<file path="config.mk">
export PLATFORM = sky130hd
export DESIGN_NAME = wat_ram
export DESIGN_NICKNAME = d
export VERILOG_FILES = /design/src/rtl/wat_ram.sv
export SDC_FILE = /design/constraint.sdc
export NUM_CORES = 2
export LEC_CHECK = 0
export BUFFER_PORTS_ARGS = -buffer_cell sky130_fd_sc_hd__buf_2
export CAP_MARGIN = 20
export CORE_ASPECT_RATIO = 1.4
export CORE_MARGIN = 3
export CORE_UTILIZATION = 50
export DETAILED_ROUTE_END_ITERATION = 8
export HOLD_SLACK_MARGIN = 0.15
export PLACE_DENSITY = 0.74
export SLEW_MARGIN = 30
export SYNTH_ARGS = -nofsm -noshare
export SYNTH_HDL_FRONTEND = slang
export SYNTH_SLANG_ARGS = --single-unit
</file>
<file path="constraint.sdc">
create_clock -name aclk -period 3.7 [get_ports aclk]
set_clock_uncertainty 0.05 [all_clocks]
set_input_delay 0.185 -clock aclk [delete_from_list [all_inputs] [get_ports aclk]]
set_output_delay 0.185 -clock aclk [all_outputs]
set_load 0.01 [all_outputs]
</file>
<file path="src/rtl/wat_ram.sv">
// ============================================================================
// Generic single-port-write RAM
// One write port and one read port; read data is registered.
// ============================================================================
`default_nettype none

module wat_ram #(
    parameter  int WIDTH  = 32,
    parameter  int DEPTH  = 64,
    localparam int ADDR_W = (DEPTH > 1) ? $clog2(DEPTH) : 1
) (
    input  wire logic              aclk,
    input  wire logic              wr_en,
    input  wire logic [ADDR_W-1:0] wr_addr,
    input  wire logic [WIDTH-1:0]  wr_data,
    input  wire logic              rd_en,
    input  wire logic [ADDR_W-1:0] rd_addr,
    output logic      [WIDTH-1:0]  rd_data
);

    logic [WIDTH-1:0] mem_reg [DEPTH];
    logic [WIDTH-1:0] rd_data_reg;

    always_ff @(posedge aclk) begin
        if (wr_en) begin
            mem_reg[wr_addr] <= wr_data;
        end
        if (rd_en) begin
            rd_data_reg <= mem_reg[rd_addr];
        end
    end

    assign rd_data = rd_data_reg;

endmodule

`default_nettype wire

</file>
==> impl_results.md <==
* Starting density of the core at 50.54%
* TritonCTS clock tree: done
* Core ar. at 156000 µm²
* Avg WL per Cell at 33.90 µm
* Final setup violation count at 0
* Hold endpoint: rd_data[18]
* Post-synthesis mux area share at 16.72%
* DP HPWL at 114100 µm
* Nets at 3706
* Residual DRC at 0
* CTS sink cnt at 2080
* Die ar. at 162500 µm²
* Pre-Repair DR Iteration Count at 6
* Reg2Reg Launch Point: mem_reg[52][31]
* H-tree levels at 4
* Clk buf depth at 3
* Share of cells above drive strength 1 at 30.48%
* RePlAce Congestion at 0.8817
* Initial antenna violation count at 8
* Kind of critical path: in2reg
* Synth Area in Compound Gates at 1.666%
* Clock Pin Slew Worst Setup and Hold Paths at 60 ps
* Met2 wire length at 101400 µm
* Maximum clock rate at 366.4 MHz
* Slew headroom at 21.45%
* Slew Limit Fails at 0
* Final worst slack at 970.5 ps
* Peak VDD IR at 0.0003739 V
* Post-synthesis cell type count at 33
* Power per cell area at 527.1 nW/µm²
* Vias in the first global route at 38740
* Die Y at 475.8 µm
* Pleak at 0.02793 µW
* Placement Rows at 171
* Drt first-iter violations at 5321
* R2R setup slack at 1010 ps
* Outcome: complete, no violations
* Main flop type after synthesis: edfxtp_1
* Sequential fraction of the synthesis area at 79.23%
* Largest net degree at the start of global routing at 65
* Mapped Cells at 3324
* Cell chosen for the clock root: clkbuf_16
* CP startpoint kind: input port
* Yosys Warn Count at 0
* Die X-Extent at 341.6 µm
* Area Overhead vs Synth at 13.72%
* Hold Path Depth at 5
* Area leader, netlist: edfxtp_1
* Synth Area in XOR/XNOR at 0%
* M1 WL at 68390 µm
* Num CTS Buffers at 178
* Worst hold path startpoint: rd_addr[5]
* Flops & latches, synth at 2080
* Routed Antenna Nets at 0
* IO buf count at 78
* Synth Area in Adders at 0%
* Critical-path maximum fanout at 15
* Vias/cell at 6.414
* Vias post-DR at 37730
* Max Cap Viol at 0
* Most used standard cell by instance count after synthesis: edfxtp_1
* Global-route wire length before repair at 284300 µm
* Critical Path Sink Type: flop
* Met3 Wirelength at 19570 µm
* Top post-synthesis cells by area: edfxtp_1, mux4_2, mux2i_1
* Max reg flops at 2048
* Mapped Avg Cell Area at 23.72 µm²
* Total Power at 47260 µW
* Final hold violation count at 0
* Dpl ws at 403.9 ps
* Crit path time final at 2729 ps
* Mapped Area at 78840 µm²
* Critical Path RT at 4140 ps
* Final worst path period share at 73.77%
* R2R Path End: rd_data[31]
* Num ports at 79
* Clock network latency to the later pin of the worst-skew pair at 810 ps
* Synth async-reset ratio at 0%
* Syn nets at 3371
* Measured slew at the worst slew-check pin at 1175 ps
* Grt ovf at 0
* Top cell type's share of synthesized area at 79.23%
* Gr usage total at 24.93%
* DR top layer: met4
* Min-Delay Path Class: in2reg
* Setup_tns at 0 ps
* Post-Route WL at 199400 µm
* Fin Hold WS at 290.1 ps
* Arr. time, crit path at 3170 ps
* Largest family of logic cells by synthesized area: multiplexers
* Post-synthesis simple-gate area fraction at 1.260%
* RSZ-0062 raised after global routing: no
* Worst Reg-to-Reg Cells at 4
* Most frequent cells after synthesis: edfxtp_1, mux4_2, nor2_1, mux2i_1, o22ai_1
* EDFF count, synth at 2080
-- worst max-delay path, cell delays in order --
cell and delay [ps]:
dlygate4sd3_1 540, buf_2 260, nor2b_1 200, nand3_1 720, nor2_4 890, buf_4 350
-- cell families after synthesis --
kind of cell / count (synthesis)
buf+inv: 182
mux: 637
simple gates: 223
compound gates: 202
flops: 2080
-- worst max path at each step --
stage | startpoint | endpoint | slack, ps | cells after the start
final | wr_addr[2] | mem_reg[13][30] | 970 | 6
after detailed placement | rd_addr[0] | rd_data[31] | 400 | 7
after global routing | wr_addr[2] | mem_reg[13][21] | 930 | 6
after CTS | wr_addr[2] | mem_reg[13][21] | 1060 | 6
after global placement | rd_addr[0] | rd_data[31] | 400 | 7
after floorplan | wr_addr[3] | mem_reg[48][0] | 310 | 4
-- layer usage --
metal | global-route usage, % | vias up
li1 | - | 14960
met1 | 31.72 | 20080
met2 | 41.88 | 2294
met3 | 4.782 | 400
met4 | 11.62 | 0
met5 | 0 | -
-- where the power goes --
group,internal [µW],switching [µW]
Clock,10200,8200
Sequential,26100,75.9
Combinational,968,1640
Total,37300,9920
-- through the flow --
step / cells / instance area (µm²) / util [%]
3_5_place_dp: 5516 / 83530 / 53.55
5_1_grt: 5879 / 89650 / 57.48
4_1_cts: 5877 / 89610 / 57.45
6_report: 5882 / 89650 / 57.48
3_3_place_gp: 5515 / 83490 / 53.53
2_1_floorplan: 3324 / 78840 / -
-- layout by cell type, fill, tap and decap left out, types with 27 or more instances in the layout --
| cell type | count |
|---|---|
| o221ai_1 | 27 |
| clkbuf_16 | 184 |
| clkinv_1 | 32 |
| a21oi_1 | 62 |
| nor2_4 | 62 |
| edfxtp_1 | 2080 |
| mux2i_1 | 93 |
| buf_12 | 34 |
| o22ai_1 | 84 |
| mux4_2 | 544 |
| clkbuf_1 | 43 |
| clkinv_2 | 33 |
| buf_2 | 63 |
| dlygate4sd3_1 | 38 |
| nor2_1 | 75 |
| buf_4 | 199 |
-- timing repair --
item / 4_1_cts / 5_1_grt
gates resized for setup: 0 / 0
hold buffers: 38 / 0
endpoints found under the hold margin: 1562 / 0
setup buffers: 0 / 0
-- cell type report --
type / instances / area, µm²
clock inverter: 96 / 940.9
fill: 10670 / 66320
tap: 2076 / 2597
antenna: 4 / 10.01
multi-input combinational: 1062 / 15970
timing repair buffer: 337 / 2915
clock buffer: 227 / 4766
sequential: 2080 / 62460
Note: power is estimated with default switching activity, not from simulation.
