File: config.mk
export PLATFORM = sky130hd
export DESIGN_NAME = wat_div
export DESIGN_NICKNAME = d
export VERILOG_FILES = /design/src/rtl/wat_pkg.sv /design/src/rtl/wat_div.sv
export SDC_FILE = /design/constraint.sdc
export NUM_CORES = 1
export LEC_CHECK = 0
export BUFFER_PORTS_ARGS = -buffer_cell sky130_fd_sc_hd__buf_2
export CAP_MARGIN = 20
export CORE_UTILIZATION = 55
export DETAILED_ROUTE_END_ITERATION = 8
export GPL_TIMING_DRIVEN = 0
export HOLD_SLACK_MARGIN = 0.05
export PLACE_DENSITY = 0.79
export SLEW_MARGIN = 20
export SYNTH_ARGS = -nofsm -noshare
export SYNTH_HDL_FRONTEND = slang
export SYNTH_SLANG_ARGS = --single-unit
File: constraint.sdc
create_clock -name aclk -period 6.7 [get_ports aclk]
set_clock_uncertainty 0.2 [all_clocks]
set_input_delay 1.005 -clock aclk [delete_from_list [all_inputs] [get_ports aclk]]
set_output_delay 1.005 -clock aclk [all_outputs]
set_load 0.05 [all_outputs]
File: src/rtl/wat_pkg.sv
// ============================================================================
// Window average and trend: shared definitions
// Field widths, reset values and the request/status bundles of the divider.
// ============================================================================
`default_nettype none

package wat_pkg;

    // Fixed field widths.
    localparam int CNT_W    = 7;
    localparam int SAMPLE_W = 32;

    // Default ring depth and the reset value of window_length.
    localparam int            MAX_WINDOW_DEF = 64;
    localparam logic [CNT_W-1:0] WL_RESET     = 7'd50;

    // Saturation limits of a signed Q16.16 result.
    localparam logic [SAMPLE_W-1:0] SAT_MAX = 32'h7FFF_FFFF;
    localparam logic [SAMPLE_W-1:0] SAT_MIN = 32'h8000_0000;

    // Request to the shared divider. A short operation runs only on the
    // upper part of the dividend.
    typedef struct packed {
        logic start;
        logic short_op;
    } div_req_t;

    // Divider status. The done flag is high for one cycle.
    typedef struct packed {
        logic busy;
        logic done;
    } div_stat_t;

endpackage

`default_nettype wire

File: src/rtl/wat_div.sv
// ============================================================================
// Shared unsigned divider
// Restoring division, two quotient bits per cycle, MSB of the dividend first.
// ============================================================================
`default_nettype none

module wat_div #(
    parameter int DVD_W   = 58,
    parameter int DVS_W   = 28,
    parameter int SHORT_W = 38
) (
    input  wire logic                  aclk,
    input  wire logic                  aresetn,
    input  wire wat_pkg::div_req_t     req,
    input  wire logic [DVD_W-1:0]      dividend,
    input  wire logic [DVS_W-1:0]      divisor,
    output wat_pkg::div_stat_t         stat,
    output logic      [DVD_W-1:0]      quotient
);
    import wat_pkg::*;

    localparam int STEPS_LONG  = DVD_W / 2;
    localparam int STEPS_SHORT = SHORT_W / 2;
    localparam int STEP_W      = $clog2(STEPS_LONG + 1);

    logic [DVD_W-1:0]  q_reg;
    logic [DVS_W-1:0]  r_reg;
    logic [DVS_W-1:0]  d_reg;
    logic [STEP_W-1:0] step_reg;
    logic              busy_reg;
    logic              done_reg;

    logic [DVS_W:0]    r1, r2;
    logic              ge1, ge2;
    logic [DVS_W-1:0]  r1_rem, r2_rem;
    logic [DVD_W-1:0]  q1, q2;

    // Two restoring steps per cycle.
    always_comb begin
        r1     = {r_reg, q_reg[DVD_W-1]};
        ge1    = r1 >= {1'b0, d_reg};
        r1_rem = ge1 ? DVS_W'(r1 - {1'b0, d_reg}) : DVS_W'(r1);
        q1     = {q_reg[DVD_W-2:0], ge1};
        r2     = {r1_rem, q1[DVD_W-1]};
        ge2    = r2 >= {1'b0, d_reg};
        r2_rem = ge2 ? DVS_W'(r2 - {1'b0, d_reg}) : DVS_W'(r2);
        q2     = {q1[DVD_W-2:0], ge2};
    end

    always_ff @(posedge aclk) begin
        if (!aresetn) begin
            busy_reg <= 1'b0;
            done_reg <= 1'b0;
            step_reg <= '0;
        end else begin
            done_reg <= 1'b0;
            if (req.start) begin
                busy_reg <= 1'b1;
                step_reg <= req.short_op ? STEP_W'(STEPS_SHORT) : STEP_W'(STEPS_LONG);
            end else if (busy_reg) begin
                step_reg <= step_reg - STEP_W'(1);
                if (step_reg == STEP_W'(1)) begin
                    busy_reg <= 1'b0;
                    done_reg <= 1'b1;
                end
            end
        end
    end

    always_ff @(posedge aclk) begin
        if (req.start) begin
            q_reg <= dividend;
            r_reg <= '0;
            d_reg <= divisor;
        end else if (busy_reg) begin
            q_reg <= q2;
            r_reg <= r2_rem;
        end
    end

    assign stat.busy = busy_reg;
    assign stat.done = done_reg;
    assign quotient  = q_reg;

endmodule

`default_nettype wire

==> metrics list <==
* Vias after detailed routing: 7490
- Combinational family with the most area after synthesis: compound AO/OA/AOI/OAI gates
* Tcrit/Tclk final: 94.7%
* Clock tree from TritonCTS: done
- Aggregate routed wire length: 24000 um
* Simple-Gate Fraction of Synth Area: 13.1%
- Measured against its own limit, the worst slew margin works out to 43.9%.
* Critical path launch point: d_reg[4]
- Entering global routing, the biggest net connects 60 pins.
- Post-synthesis to final-layout area growth: 18.9%
* Required time of the critical path: 6820 ps
* Top Usage Layer GRT: met2
- Dividing total power by cell area gives a power density of 306 nW/um^2.
- Endpoint of the lowest-slack register-to-register path: r_reg[17]
* Share of flip-flops with an asynchronous set or reset after synthesis: 0%
- For this run, design rule violations remaining after detail routing come to 0.
- Setup Slack @ Placement: 24.5 ps
* Share of synthesized area spent on multiplexers: 10.7%
- Flip-flop count of the largest register after layout: 58
- Net count of the mapped netlist: 995
* Clock tree root buffer cell: sky130_fd_sc_hd__clkbuf_16
- No sink is reached through more buffers than the 2 on the longest clock path.
- Adding up every negative setup slack in the final design gives 0 ps.
- Max-cap violations in this run came to 0.
- In this run, synthesis inferred 86 flip-flops with an integrated enable.
- The clock reaches the later pin of the worst-skew pair after 430 ps.
* Cell area after layout: 10000 um^2
- Vertical die dimension: 126 um
- Pre-antenna DRT Iters: 6
- Internal power: 0.00187 W
- Overall power consumption after layout is estimated at 0.00307 W.
- Drt initial violations: 756
- Peak supply drop: 236 uV
- Dpl hpwl: 17400 um
- In the global route stage, met3 resource usage came out at 6.37%.
* Min cycle time layout: 6350 ps
* Worst Path Class, Setup: flip-flop to flip-flop
- Top cell type's share of synthesized area: 30.6%
- Based on the critical path, the design can be clocked at up to 158 MHz.
* Hold WS: 298 ps
- Port buffering added 149 buffers.
- Site Rows: 44
- In the final layout, the share of cells above drive strength 1 is 28.3%.
- At the pin with the least slew margin, the transition time is 841 ps.
- Psw: 0.00120 W
* Vias per std cell: 6.19
* Power share of the clock group: 30.5%
* Synth cell types: 71
- The first global-routing pass estimated 37000 um of wire.
- The number of antenna violations at the first check in global routing is 0.
- Critical Path Start Type: flip-flop
* Net switching share of the total power: 39.1%
* Antenna cell count: 0
- CTS buffer count: 17
- The final-report max-slew violation count was 0.
- Summed over all layers, the global routing overflow is 0.
- STA classifies the critical path endpoint as a flip-flop.
- The detail route stage leaves a number of antenna-violating nets equal to 0.
* Standard cell core area: 14800 um^2
- Post-route worst setup slack: 352 ps
- Gates resized during post-CTS repair numbered 1.
- Multi-input gate area: 4770 um^2
- After synthesis, the mean cell area works out to 9.98 um^2.
- Warning count from the yosys run: 0
- Buffers inserted to repair hold after CTS numbered 0.
- I/O pin count: 150
- Parity-gate share of the synthesized area counting xor and xnor cells: 4.57%
* Die X: 126 um
- The initial utilization of the core area, before any placement, comes to 57.2%.
- Worst-path maximum fanout: 10
- Counting instances in the post-synthesis netlist gives the leading cell types as 86 x sky130_fd_sc_hd__edfxtp_1, 72 x sky130_fd_sc_hd__mux2_2, 63 x sky130_fd_sc_hd__nand2_1.
- The synthesized netlist devotes 9.08% of its cell area to adder and majority cells.
* Worst hold-check path type: flip-flop to flip-flop
* Min-Delay Path Depth: 2
- The H-tree generated during clock tree synthesis spans 4 levels.
- Total track usage: 30.5%
- Most common cell in the netlist: sky130_fd_sc_hd__edfxtp_1
- Cell taking the most area after synthesis: sky130_fd_sc_hd__edfxtp_1
- The congestion estimate from routability-driven global placement came to 1.03.
* Clock edge transition at the registers on the reported setup and hold paths: 70 ps
* Average wire per cell in the routed design: 19.8 um
* Sequential cell area fraction in the yosys report: 38.9%
- CP Data Arrival Time: 6470 ps
- In this run the static leakage power is 4.43 nW.
* Synth Area in Compound Gates: 18.9%
* Grt met2 use: 49.1%
- Final layout net count: 1163
- In the synthesized netlist, the number of instances is 845.
- Filler Cells Inserted: 1217
- Run status: finished, final reports clean
- The number of setup buffers added after CTS is 0.
* Die ar.: 15800 um^2
- Sequential cell area: 3280 um^2
- Setup violations remaining at the end of the flow were counted as 0.
- Syn Std Cell Area: 8430 um^2
* Origin of the critical flop-to-flop path: d_reg[4]
* Relative contribution of combinational cells to total power: 38.8%
- Final number of hold-violating endpoints: 0
- By area the synthesized netlist is led by sky130_fd_sc_hd__edfxtp_1 31%, sky130_fd_sc_hd__mux2_2 9.6%, sky130_fd_sc_hd__ha_1 8.6%.
- Vias in the first global route: 7081
- In this run the worst setup path terminates at r_reg[17].
* Post-placement cell area: 9410 um^2
- Synthesis inferred 121 register bits.
- Most instantiated flip-flop cell in the synthesis netlist: sky130_fd_sc_hd__edfxtp_1
* Met1 capacity usage during global routing: 39.4%
- Measured in cells, the most critical reg-to-reg path has a length of 22.
* Internal reg-to-reg setup slack: 350 ps
- Clock sinks: 121
* Sequential share of power: 30.7%
-- placed cells by master (no fill, tap or decap), drive strengths merged, types with 37 or more instances in the layout --
cell      n
a21oi    51
buf     160
clkbuf   41
edfxtp   86
ha       58
inv      71
mux2     73
nand2    63
nor2     45
o21ai    37
-- layer usage --
metal | share of wire, % | up-vias
met5 | 0 | -
met4 | 3.8 | 0
met3 | 8.6 | 83
met2 | 47 | 375
met1 | 41 | 3489
li1 | - | 3543
-- through the flow --
stage / utilization (%) / instances
after floorplan: - / 845
after detailed placement: 63.8 / 1178
after global placement: 63.8 / 1178
after global routing: 67.9 / 1210
final: 67.9 / 1210
after CTS: 67.8 / 1210
-- worst max-delay path, cell delays in order, from the launching register on --
cell and delay [ps]:
sky130_fd_sc_hd__edfxtp_1 320, sky130_fd_sc_hd__inv_1 70, sky130_fd_sc_hd__ha_1 410, sky130_fd_sc_hd__nand2_1 120, sky130_fd_sc_hd__a211oi_1 410, sky130_fd_sc_hd__o211a_1 300, sky130_fd_sc_hd__o41ai_4 110, sky130_fd_sc_hd__o211ai_2 280
sky130_fd_sc_hd__and2_1 180, sky130_fd_sc_hd__buf_6 180, sky130_fd_sc_hd__buf_2 290, sky130_fd_sc_hd__mux2_2 390, sky130_fd_sc_hd__ha_1 370, sky130_fd_sc_hd__o211ai_1 140, sky130_fd_sc_hd__a311oi_1 540, sky130_fd_sc_hd__nor4_2 170
sky130_fd_sc_hd__nor4_4 490, sky130_fd_sc_hd__o31a_1 240, sky130_fd_sc_hd__o21a_1 140, sky130_fd_sc_hd__buf_4 190, sky130_fd_sc_hd__buf_4 240, sky130_fd_sc_hd__o21ai_0 130, sky130_fd_sc_hd__a311oi_1 320
-- power by group through the flow --
stage / Sequential, W / Clock, W / Combinational [W]
3_5_place_dp: 0.000954 / 0 / 0.00115
5_1_grt: 0.000951 / 0.000972 / 0.00128
4_1_cts: 0.000941 / 0.000939 / 0.00116
6_report: 0.000942 / 0.000938 / 0.00119
2_1_floorplan: 0.00108 / 0 / 0.000752
3_3_place_gp: 0.000953 / 0 / 0.00113
-- worst min path at each step --
| stage | startpoint | end | slack, ps |
|---|---|---|---|
| finish | r_reg[23] | r_reg[23] | 300 |
| global route | r_reg[24] | r_reg[24] | 320 |
| detailed placement | r_reg[23] | r_reg[23] | 290 |
| CTS | r_reg[23] | r_reg[23] | 300 |
| floorplan | r_reg[23] | r_reg[23] | 250 |
| global placement | r_reg[23] | r_reg[23] | 270 |
-- logic make-up after synthesis --
logic type                 after synthesis
muxes                                   79
AOI/OAI and AO/OA                      227
DFF                                    121
xor gates and xnor gates                44
adders and majority gates               60
buffers and inverters                   95
and+or+nand+nor                        219
-- final cells by class --
class                           count  share of cell area (%)
Buffer                             35                    1.77
Clock buffer                       17                    4.24
Clock inverter                     15                    1.67
Inverter                           60                    2.27
Multi-Input combinational cell    629                    47.6
Sequential cell                   121                    32.8
Tap cell                          184                    2.30
Timing Repair Buffer              149                    7.44
(Power assumes the default switching activity.)
